[src/rtl/blg_pkg.sv]
package blg_pkg;

  localparam int SAMPLE_BITS  = 12;
  localparam int WINDOW_DEPTH = 16;
  localparam int SLOT_BITS    = $clog2(WINDOW_DEPTH);
  localparam int SUM_BITS     = SAMPLE_BITS + SLOT_BITS;
  localparam int ALU_BITS     = SUM_BITS + 1;
  localparam int MV_BITS      = 13;
  localparam int PCT_BITS     = 7;
  localparam int LEVEL_POINTS = 11;
  localparam int IDX_BITS     = 4;
  localparam int SPAN_BITS    = 8;
  localparam int NUM_BITS     = 12;
  localparam int QUO_BITS     = 4;
  localparam int PROD_BITS    = SAMPLE_BITS + MV_BITS;

  localparam logic [MV_BITS-1:0]  MV_SCALE  = 13'd6600;
  localparam logic [PCT_BITS-1:0] PCT_EMPTY = 7'd0;
  localparam logic [PCT_BITS-1:0] PCT_FULL  = 7'd100;

  typedef struct packed {
    logic [SAMPLE_BITS-1:0] filtered_sample;
    logic [MV_BITS-1:0]     battery_mv;
    logic [PCT_BITS-1:0]    charge_percent;
  } blg_res_t;

  typedef struct packed {
    logic [ALU_BITS-1:0] a;
    logic [ALU_BITS-1:0] b;
  } alu_req_t;

  typedef struct packed {
    logic [ALU_BITS-1:0] diff;
    logic                borrow;
  } alu_rsp_t;

  function automatic logic [MV_BITS-1:0] level_mv(input logic [IDX_BITS-1:0] idx);
    logic [MV_BITS-1:0] v;
    case (idx)
      4'd0:    v = 13'd3400;
      4'd1:    v = 13'd3650;
      4'd2:    v = 13'd3700;
      4'd3:    v = 13'd3740;
      4'd4:    v = 13'd3760;
      4'd5:    v = 13'd3795;
      4'd6:    v = 13'd3840;
      4'd7:    v = 13'd3910;
      4'd8:    v = 13'd3980;
      4'd9:    v = 13'd4070;
      default: v = 13'd4200;
    endcase
    return v;
  endfunction

  function automatic logic [SPAN_BITS-1:0] level_span(input logic [IDX_BITS-1:0] idx);
    logic [SPAN_BITS-1:0] s;
    case (idx)
      4'd1:    s = 8'd250;
      4'd2:    s = 8'd50;
      4'd3:    s = 8'd40;
      4'd4:    s = 8'd20;
      4'd5:    s = 8'd35;
      4'd6:    s = 8'd45;
      4'd7:    s = 8'd70;
      4'd8:    s = 8'd70;
      4'd9:    s = 8'd90;
      4'd10:   s = 8'd130;
      default: s = 8'd1;
    endcase
    return s;
  endfunction

endpackage

[src/rtl/battery_level_gauge.sv]
// The delay from an accepted input beat to out_tvalid is set by the walk over
// the 11-point level table and the 4-step restoring divide that share one
// subtractor; below 3400 mV or at 4200 mV and above, no divide runs.
// The core takes a new beat only when idle, once its last result has moved
// on; a result held in the output register stalls only the following result.
// Reset: synchronous, active low; clears the sample ring, sum and slot to zero.
module battery_level_gauge (
  input  logic        clk,
  input  logic        rst_n,
  input  logic        in_tvalid,
  output logic        in_tready,
  input  logic [15:0] in_tdata,   // [11:0] raw_sample, [15:12] zero
  output logic        out_tvalid,
  input  logic        out_tready,
  output logic [31:0] out_tdata   // [11:0] filtered_sample, [24:12] battery_mv,
                                  // [31:25] charge_percent
);

  logic              out_valid_r;
  blg_pkg::blg_res_t out_data_r;
  logic              res_valid;
  logic              res_take;
  blg_pkg::blg_res_t res;

  blg_core u_core (
    .clk      (clk),
    .rst_n    (rst_n),
    .in_valid (in_tvalid),
    .in_ready (in_tready),
    .sample   (in_tdata[blg_pkg::SAMPLE_BITS-1:0]),
    .res_valid(res_valid),
    .res_take (res_take),
    .res      (res)
  );

  assign res_take = res_valid && (!out_valid_r || out_tready);

  always_ff @(posedge clk) begin
    if (!rst_n) begin
      out_valid_r <= 1'b0;
    end else if (res_take) begin
      out_valid_r <= 1'b1;
    end else if (out_tready) begin
      out_valid_r <= 1'b0;
    end
  end

  always_ff @(posedge clk) begin
    if (res_take) out_data_r <= res;
  end

  assign out_tvalid = out_valid_r;
  assign out_tdata  = {out_data_r.charge_percent, out_data_r.battery_mv,
                       out_data_r.filtered_sample};

endmodule

[src/rtl/blg_alu.sv]
module blg_alu (
  input  blg_pkg::alu_req_t req,
  output blg_pkg::alu_rsp_t rsp
);

  logic [blg_pkg::ALU_BITS:0] full;

  assign full       = {1'b0, req.a} - {1'b0, req.b};
  assign rsp.diff   = full[blg_pkg::ALU_BITS-1:0];
  assign rsp.borrow = full[blg_pkg::ALU_BITS];

endmodule

[src/rtl/blg_core.sv]
module blg_core (
  input  logic                            clk,
  input  logic                            rst_n,
  input  logic                            in_valid,
  output logic                            in_ready,
  input  logic [blg_pkg::SAMPLE_BITS-1:0] sample,
  output logic                            res_valid,
  input  logic                            res_take,
  output blg_pkg::blg_res_t               res
);

  localparam logic [2:0] ST_IDLE = 3'd0;
  localparam logic [2:0] ST_SUM  = 3'd1;
  localparam logic [2:0] ST_MUL  = 3'd2;
  localparam logic [2:0] ST_SRCH = 3'd3;
  localparam logic [2:0] ST_PREP = 3'd4;
  localparam logic [2:0] ST_DIV  = 3'd5;
  localparam logic [2:0] ST_FIN  = 3'd6;
  localparam logic [2:0] ST_DONE = 3'd7;

  localparam logic [blg_pkg::IDX_BITS-1:0] IDX_LAST =
    blg_pkg::IDX_BITS'(blg_pkg::LEVEL_POINTS - 1);

  logic [2:0] state_r, state_nxt;

  logic [blg_pkg::SAMPLE_BITS-1:0] ring_r [blg_pkg::WINDOW_DEPTH];
  logic [blg_pkg::SLOT_BITS-1:0]   slot_r;
  logic [blg_pkg::SUM_BITS-1:0]    sum_r, sum_nxt;
  logic [blg_pkg::SAMPLE_BITS-1:0] sample_r;
  logic [blg_pkg::SAMPLE_BITS-1:0] oldest_r;
  logic [blg_pkg::SAMPLE_BITS-1:0] avg_r, avg_nxt;
  logic [blg_pkg::MV_BITS-1:0]     mv_r, mv_nxt;
  logic [blg_pkg::IDX_BITS-1:0]    idx_r, idx_nxt;
  logic [blg_pkg::NUM_BITS-1:0]    rem_r, rem_nxt;
  logic [blg_pkg::SPAN_BITS-1:0]   span_r, span_nxt;
  logic [blg_pkg::QUO_BITS-1:0]    quo_r, quo_nxt;
  logic [1:0]                      bit_r, bit_nxt;
  logic [blg_pkg::PCT_BITS-1:0]    pct_r, pct_nxt;

  logic                            accept;
  logic [blg_pkg::PROD_BITS-1:0]   prod;
  logic [blg_pkg::SPAN_BITS-1:0]   gap;
  logic [blg_pkg::NUM_BITS-1:0]    gap_ext;
  logic [blg_pkg::PCT_BITS-1:0]    idx_ext;
  blg_pkg::alu_req_t               alu_req;
  blg_pkg::alu_rsp_t               alu_rsp;

  blg_alu u_alu (
    .req(alu_req),
    .rsp(alu_rsp)
  );

  assign accept   = in_valid && in_ready;
  assign in_ready = (state_r == ST_IDLE);
  assign prod     = blg_pkg::PROD_BITS'(avg_r) * blg_pkg::PROD_BITS'(blg_pkg::MV_SCALE);
  assign gap      = alu_rsp.diff[blg_pkg::SPAN_BITS-1:0];
  assign gap_ext  = blg_pkg::NUM_BITS'(gap);
  assign idx_ext  = blg_pkg::PCT_BITS'(idx_r);

  always_comb begin
    alu_req = '0;
    unique case (state_r)
      ST_SUM: begin
        alu_req.a = blg_pkg::ALU_BITS'(sum_r) + blg_pkg::ALU_BITS'(sample_r);
        alu_req.b = blg_pkg::ALU_BITS'(oldest_r);
      end
      ST_SRCH: begin
        alu_req.a = blg_pkg::ALU_BITS'(mv_r);
        alu_req.b = blg_pkg::ALU_BITS'(blg_pkg::level_mv(idx_r));
      end
      ST_PREP: begin
        alu_req.a = blg_pkg::ALU_BITS'(blg_pkg::level_mv(idx_r));
        alu_req.b = blg_pkg::ALU_BITS'(mv_r);
      end
      ST_DIV: begin
        alu_req.a = blg_pkg::ALU_BITS'(rem_r);
        alu_req.b = blg_pkg::ALU_BITS'(span_r) << bit_r;
      end
      default: alu_req = '0;
    endcase
  end

  always_comb begin
    state_nxt = state_r;
    sum_nxt   = sum_r;
    avg_nxt   = avg_r;
    mv_nxt    = mv_r;
    idx_nxt   = idx_r;
    rem_nxt   = rem_r;
    span_nxt  = span_r;
    quo_nxt   = quo_r;
    bit_nxt   = bit_r;
    pct_nxt   = pct_r;
    unique case (state_r)
      ST_IDLE: begin
        if (accept) state_nxt = ST_SUM;
      end
      ST_SUM: begin
        sum_nxt   = alu_rsp.diff[blg_pkg::SUM_BITS-1:0];
        avg_nxt   = sum_nxt[blg_pkg::SUM_BITS-1:blg_pkg::SLOT_BITS];
        state_nxt = ST_MUL;
      end
      ST_MUL: begin
        mv_nxt    = prod[blg_pkg::PROD_BITS-1:blg_pkg::SAMPLE_BITS];
        idx_nxt   = '0;
        state_nxt = ST_SRCH;
      end
      ST_SRCH: begin
        if (alu_rsp.borrow) begin
          if (idx_r == '0) begin
            pct_nxt   = blg_pkg::PCT_EMPTY;
            state_nxt = ST_DONE;
          end else begin
            state_nxt = ST_PREP;
          end
        end else if (idx_r == IDX_LAST) begin
          pct_nxt   = blg_pkg::PCT_FULL;
          state_nxt = ST_DONE;
        end else begin
          idx_nxt = idx_r + 1'b1;
        end
      end
      ST_PREP: begin
        rem_nxt   = (gap_ext << 3) + (gap_ext << 1);
        span_nxt  = blg_pkg::level_span(idx_r);
        quo_nxt   = '0;
        bit_nxt   = 2'd3;
        state_nxt = ST_DIV;
      end
      ST_DIV: begin
        if (!alu_rsp.borrow) begin
          rem_nxt        = alu_rsp.diff[blg_pkg::NUM_BITS-1:0];
          quo_nxt[bit_r] = 1'b1;
        end
        bit_nxt = bit_r - 1'b1;
        if (bit_r == 2'd0) state_nxt = ST_FIN;
      end
      ST_FIN: begin
        pct_nxt   = (idx_ext << 3) + (idx_ext << 1) - blg_pkg::PCT_BITS'(quo_r);
        state_nxt = ST_DONE;
      end
      ST_DONE: begin
        if (res_take) state_nxt = ST_IDLE;
      end
      default: state_nxt = ST_IDLE;
    endcase
  end

  always_ff @(posedge clk) begin
    if (!rst_n) begin
      state_r <= ST_IDLE;
      slot_r  <= '0;
      sum_r   <= '0;
      for (int i = 0; i < blg_pkg::WINDOW_DEPTH; i++) ring_r[i] <= '0;
    end else begin
      state_r <= state_nxt;
      sum_r   <= sum_nxt;
      if (accept) begin
        ring_r[slot_r] <= sample;
        slot_r         <= slot_r + 1'b1;
      end
    end
  end

  always_ff @(posedge clk) begin
    if (accept) begin
      sample_r <= sample;
      oldest_r <= ring_r[slot_r];
    end
    avg_r  <= avg_nxt;
    mv_r   <= mv_nxt;
    idx_r  <= idx_nxt;
    rem_r  <= rem_nxt;
    span_r <= span_nxt;
    quo_r  <= quo_nxt;
    bit_r  <= bit_nxt;
    pct_r  <= pct_nxt;
  end

  assign res_valid           = (state_r == ST_DONE);
  assign res.filtered_sample = avg_r;
  assign res.battery_mv      = mv_r;
  assign res.charge_percent  = pct_r;

  a_accept_starts: assert property (@(posedge clk) disable iff (!rst_n)
    accept |=> state_r == ST_SUM)
    else $error("accepted sample did not start the sum step");

  a_div_span: assert property (@(posedge clk) disable iff (!rst_n)
    state_r == ST_DIV |-> span_r != '0 && idx_r != '0)
    else $error("divide running without a table segment");

  a_pct_range: assert property (@(posedge clk) disable iff (!rst_n)
    res_valid |-> pct_r <= blg_pkg::PCT_FULL)
    else $error("charge percentage out of range");

  a_done_holds: assert property (@(posedge clk) disable iff (!rst_n)
    res_valid && !res_take |=> res_valid && $stable(res))
    else $error("finished result changed before it was taken");

  a_no_accept_busy: assert property (@(posedge clk) disable iff (!rst_n)
    state_r != ST_IDLE |-> !in_ready)
    else $error("ready raised while busy");

endmodule

[config.mk]
export PLATFORM = sky130hd
export DESIGN_NAME = battery_level_gauge
export DESIGN_NICKNAME = d
export VERILOG_FILES = /design/src/rtl/blg_pkg.sv /design/src/rtl/battery_level_gauge.sv /design/src/rtl/blg_alu.sv /design/src/rtl/blg_core.sv
export SDC_FILE = /design/constraint.sdc
export NUM_CORES = 1
export LEC_CHECK = 0
export BUFFER_PORTS_ARGS = -buffer_cell sky130_fd_sc_hd__buf_4
export CORE_ASPECT_RATIO = 1.5
export CORE_MARGIN = 2
export CORE_UTILIZATION = 60
export DETAILED_ROUTE_END_ITERATION = 8
export PLACE_DENSITY_LB_ADDON = 0.05
export SLEW_MARGIN = 15
export SYNTH_ARGS = -nofsm -noshare
export SYNTH_HDL_FRONTEND = slang
export SYNTH_SLANG_ARGS = --single-unit
[constraint.sdc]
create_clock -name clk -period 6.5 [get_ports clk]
set_clock_uncertainty 0.05 [all_clocks]
set_input_delay 1.3 -clock clk [delete_from_list [all_inputs] [get_ports clk]]
set_output_delay 1.3 -clock clk [all_outputs]
set_load 0.005 [all_outputs]
==> run summary <==
After clock tree synthesis, the clock-pin slew on the worst setup and hold paths is 0.06 ns. Dividing the detail-routed via count by the number of cells gives 5.91. Of the available clock period, the critical path in the final layout requires 88.3%. For this run, the number of Yosys warnings is 0. Of the post-synthesis cell area, the part taken by muxes is 9.71%. The combined flip-flop and latch cell area was 10000 um^2; the die boundary height was 223 um. For the total length of routed wires, the log shows 44.1 mm. For the die footprint, the log shows 33500 um^2. The worst setup path is captured at a register. The count of input and output buffers works out to 49.

The fraction of final layout cells sized beyond drive strength 1 works out to 14.2%. The worst register-to-register path has a depth of 19. The synthesized design devotes to its leading area cell type 48.5% of total area. The fraction of registers with async set or reset after synthesis is 0%.

Clock tree synthesis selected as its root buffer the cell clkbuf_16. Dominant combinational cell family by area after synthesis: simple AND/OR/NAND/NOR gates. The placed wire-length estimate after detailed placement was 32.1 mm. Number of sinks on the clock net: 346. Max-cap violations in this run came to 0. The worst setup path is launched from a register. The worst setup slack for register-to-register paths came out at 0.76 ns. Setup repair after global routing left no endpoint under its margin. The tools report the origin of the critical flop-to-flop path as u_core.sample_r[0]. End of the worst register-to-register path: u_core.pct_r[4]. In this run the number of H-tree levels came out at 2. Of the total synthesized cell area, the portion taken by full adders, half adders and majority gates is 12.5%. Class of the worst hold path: reg -> reg. The tools report the endpoint arrival time on the critical path as 5.85 ns. The run gives 68.2 mm as the wire length of the first global-routing pass.

Summing the areas of all compound-gate instances in the mapped netlist gives 7.43% of the synthesized area. For the share of the yosys chip area belonging to registers, the log shows 52.3%. Pin placement for this block handled 54 I/O pins. In this run the worst setup path begins at u_core.sample_r[0]. The number of rows in the core area is 80, and the critical path required time is 6.61 ns.

Transition time of the tightest slew-check pin: 0.992 ns. Static timing analysis puts the maximum clock frequency at 174 MHz. The count of cell types in the netlist was 72. The tools report the initial core utilization as 60.7%.

The run finished with clean final reports. In the final layout, the multi-input gates occupy 8500 um^2. Counting flops with a built-in enable in the synthesized netlist gives 310.

The tools report the synthesized cell area as 19200 um^2. The tools report the number of design rule violations left after detail routing as 0. The critical path class was reg -> reg.

Fill cell total of the finished layout: 2345. The initial antenna violation count came out at 0. Subtracting the final worst setup slack from the clock period gives 5.74 ns.

The number of resized instances in the post-cts repair step is 0, and the maximum buffer depth of the clock tree is 3. The cell depth of the worst min-delay path came out at 0. The run gives 0 as the number of hold buffers added after CTS. In this run the post-CTS setup repair buffer count came out at 0. The biggest area contributor in the post-synthesis netlist is edfxtp_1. The average instance area after synthesis is 12.7 um^2, and the number of buffers inserted during clock tree synthesis is 34. Synthesis produced a netlist with a net count of 1696.

Setup violations remaining at the end of the flow were counted as 0. The tools report the overall routing resource usage as 27.3%. The most used flip-flop cell after synthesis is edfxtp_1.

For this block, the initial DRC count from the detailed router was 773. Sorting the synthesized cells by area gives the leading types as edfxtp_1 (49%), ha_1 (8.8%), mux4_2 (7.4%). Measured against its own limit, the worst slew margin works out to 33.7%.

Hold violation count in the final report: 0. The tools report the final net count as 1740. The worst hold path begins at u_core.pct_r[3]. The logs give 0.893 for the weighted congestion reported at the end of routability-driven placement and 1506 for the post-synthesis instance total. From left edge to right edge, the die measures 150 um. The number of pins exceeding their max-slew limit in the final report was 0; the clock latency at the later pin of the worst-skew pair was 0.52 ns. The tools report the via count as 11700. The iteration count of the initial detailed-routing pass was 5. Number of synthesized register bits: 346. In this run the remaining antenna-violating nets after routing total 0. Of all nets on the critical path, the largest fanout is 7.

The logs give 0 for the overflow left after global routing and 0 ns for the total negative slack for setup checks. The area growth from synthesis to layout came out at 9.93%. XOR/XNOR share of the synthesized area: 2.05%. The capture endpoint of the worst hold path is out_tdata[28]. The region available for standard cell placement spans 31600 um^2. The tools report the via count of the first global-routing pass as 12100. The tools report the largest net degree at the start of global routing as 53. Average wire length per cell after detail routing: 22.2 um.

Summing the areas of all and, or, nand and nor instances in the mapped netlist gives 12.6% of the synthesized area. The run gives 0 as the number of antenna cells inserted. TritonCTS built the clock tree.
==> final cells by class <==
cell class | count | area share (%)
clock buffers | 47 | 4.46
clock inverters | 13 | 0.498
inverters | 96 | 1.71
multi-input cells | 987 | 40.3
flip-flops and latches | 346 | 47.6
well taps | 410 | 2.43
repair buffers | 85 | 3.03
==> cell families after synthesis <==
| family | Yosys count |
|---|---|
| flip-flops | 346 |
| XOR/XNOR | 45 |
| buffers and inverters | 173 |
| AO/OA/AOI/OAI | 214 |
| multiplexers | 106 |
| AND/OR/NAND/NOR | 452 |
| adder cells (fa/ha/maj) | 170 |
==> through the flow <==
| stage | cell area (um^2) | worst slack [ns] | hold WS [ns] | util [%] | std cells |
|---|---|---|---|---|---|
| CTS | 21100 | 0.743 | 0.372 | 66.7 | 1984 |
| global route | 21100 | 0.427 | 0.388 | 66.7 | 1984 |
| detailed placement | 20000 | 0.765 | 0.358 | 63.4 | 1924 |
| floorplan | 19200 | 1.61 | 0.350 | - | 1506 |
| finish | 21100 | 0.759 | 0.371 | 66.7 | 1984 |
| global placement | 20000 | 0.842 | 0.362 | 63.4 | 1924 |
==> placed cells by master, fill, tap and decap left out, types with 42 or more instances in the layout <==
| cell type | netlist | routed |
|---|---|---|
| a21oi_1 | 61 | 61 |
| and2_1 | 206 | 206 |
| buf_4 | 1 | 85 |
| edfxtp_1 | 310 | 310 |
| ha_1 | 135 | 135 |
| inv_1 | 95 | 95 |
| mux4_2 | 63 | 63 |
| nand2_1 | 67 | 67 |
| nor2_1 | 94 | 93 |
| o21ai_0 | 45 | 42 |
==> worst max-delay path, cell delays in order, from the launching register on <==
cell	delay, ns
edfxtp_1	0.38
ha_1	0.25
fa_1	0.43
a211o_1	0.36
a2111oi_2	0.54
o31ai_1	0.23
a21o_1	0.22
a21oi_1	0.18
xor2_1	0.17
o21ai_0	0.10
ha_1	0.38
o21ai_0	0.10
a31o_2	0.15
a21oi_1	0.06
buf_4	0.19
nor3_2	0.15
nor3b_4	0.60
mux2i_1	0.25
a21oi_1	0.08
nor2b_1	0.49
==> sequential cells by signal, summed over array words and instances, names as in the netlist, 3 cells and up, named ones only <==
register         count
u_core.mv_r         13
u_core.oldest_r     12
u_core.rem_r        12
u_core.avg_r        12
u_core.span_r        8
u_core.sum_r        16
u_core.quo_r         4
u_core.pct_r         7
u_core.idx_r         4
u_core.slot_r        4
out_tdata           32
u_core.sample_r     12
u_core.ring_r      192
u_core.state_r       3
==> cells in the mapped netlist, drive strengths merged (5+ instances only) <==
| library cell | count |
|---|---|
| edfxtp | 310 |
| and2 | 207 |
| ha | 135 |
| inv | 96 |
| nor2 | 94 |
| clkbuf | 67 |
| nand2 | 67 |
| mux4 | 63 |
| a21oi | 61 |
| o21ai | 47 |
| dfxtp | 36 |
| fa | 35 |
| mux2i | 35 |
| xnor2 | 29 |
| nor3 | 22 |
| a21o | 19 |
| xor2 | 16 |
| nand2b | 15 |
| o21a | 15 |
| nand3 | 13 |
| a21boi | 12 |
| nor2b | 12 |
| buf | 10 |
| and3 | 8 |
| mux2 | 8 |
| a31oi | 7 |
| o22ai | 6 |
| a221oi | 5 |
| nand4 | 5 |
| o22a | 5 |
==> worst max path at each step <==
stage                           end  cells past startpoint  slack (ns)
floorplan           u_core.quo_r[0]                     16        1.61
global placement    u_core.pct_r[6]                     19        0.84
detailed placement  u_core.pct_r[6]                     19        0.77
CTS                 u_core.pct_r[2]                     19        0.74
global route        u_core.pct_r[5]                     19        0.43
finish              u_core.pct_r[4]                     19        0.76
==> metal layers <==
| metal | track usage (%) | vias up | routed length (um) | part of all wire, % |
|---|---|---|---|---|
| met5 | 0 | - | 0 | 0 |
| met4 | 12.8 | 0 | 2340 | 5.3 |
| met3 | 3.23 | 88 | 1420 | 3.2 |
| met2 | 52.3 | 266 | 24800 | 56 |
| met1 | 29.1 | 5856 | 15500 | 35 |
| li1 | - | 5513 | - | - |
Power is left out: the tool's default activity adds up to more than one toggle a clock period on the data nets, which glitch-free logic cannot reach.
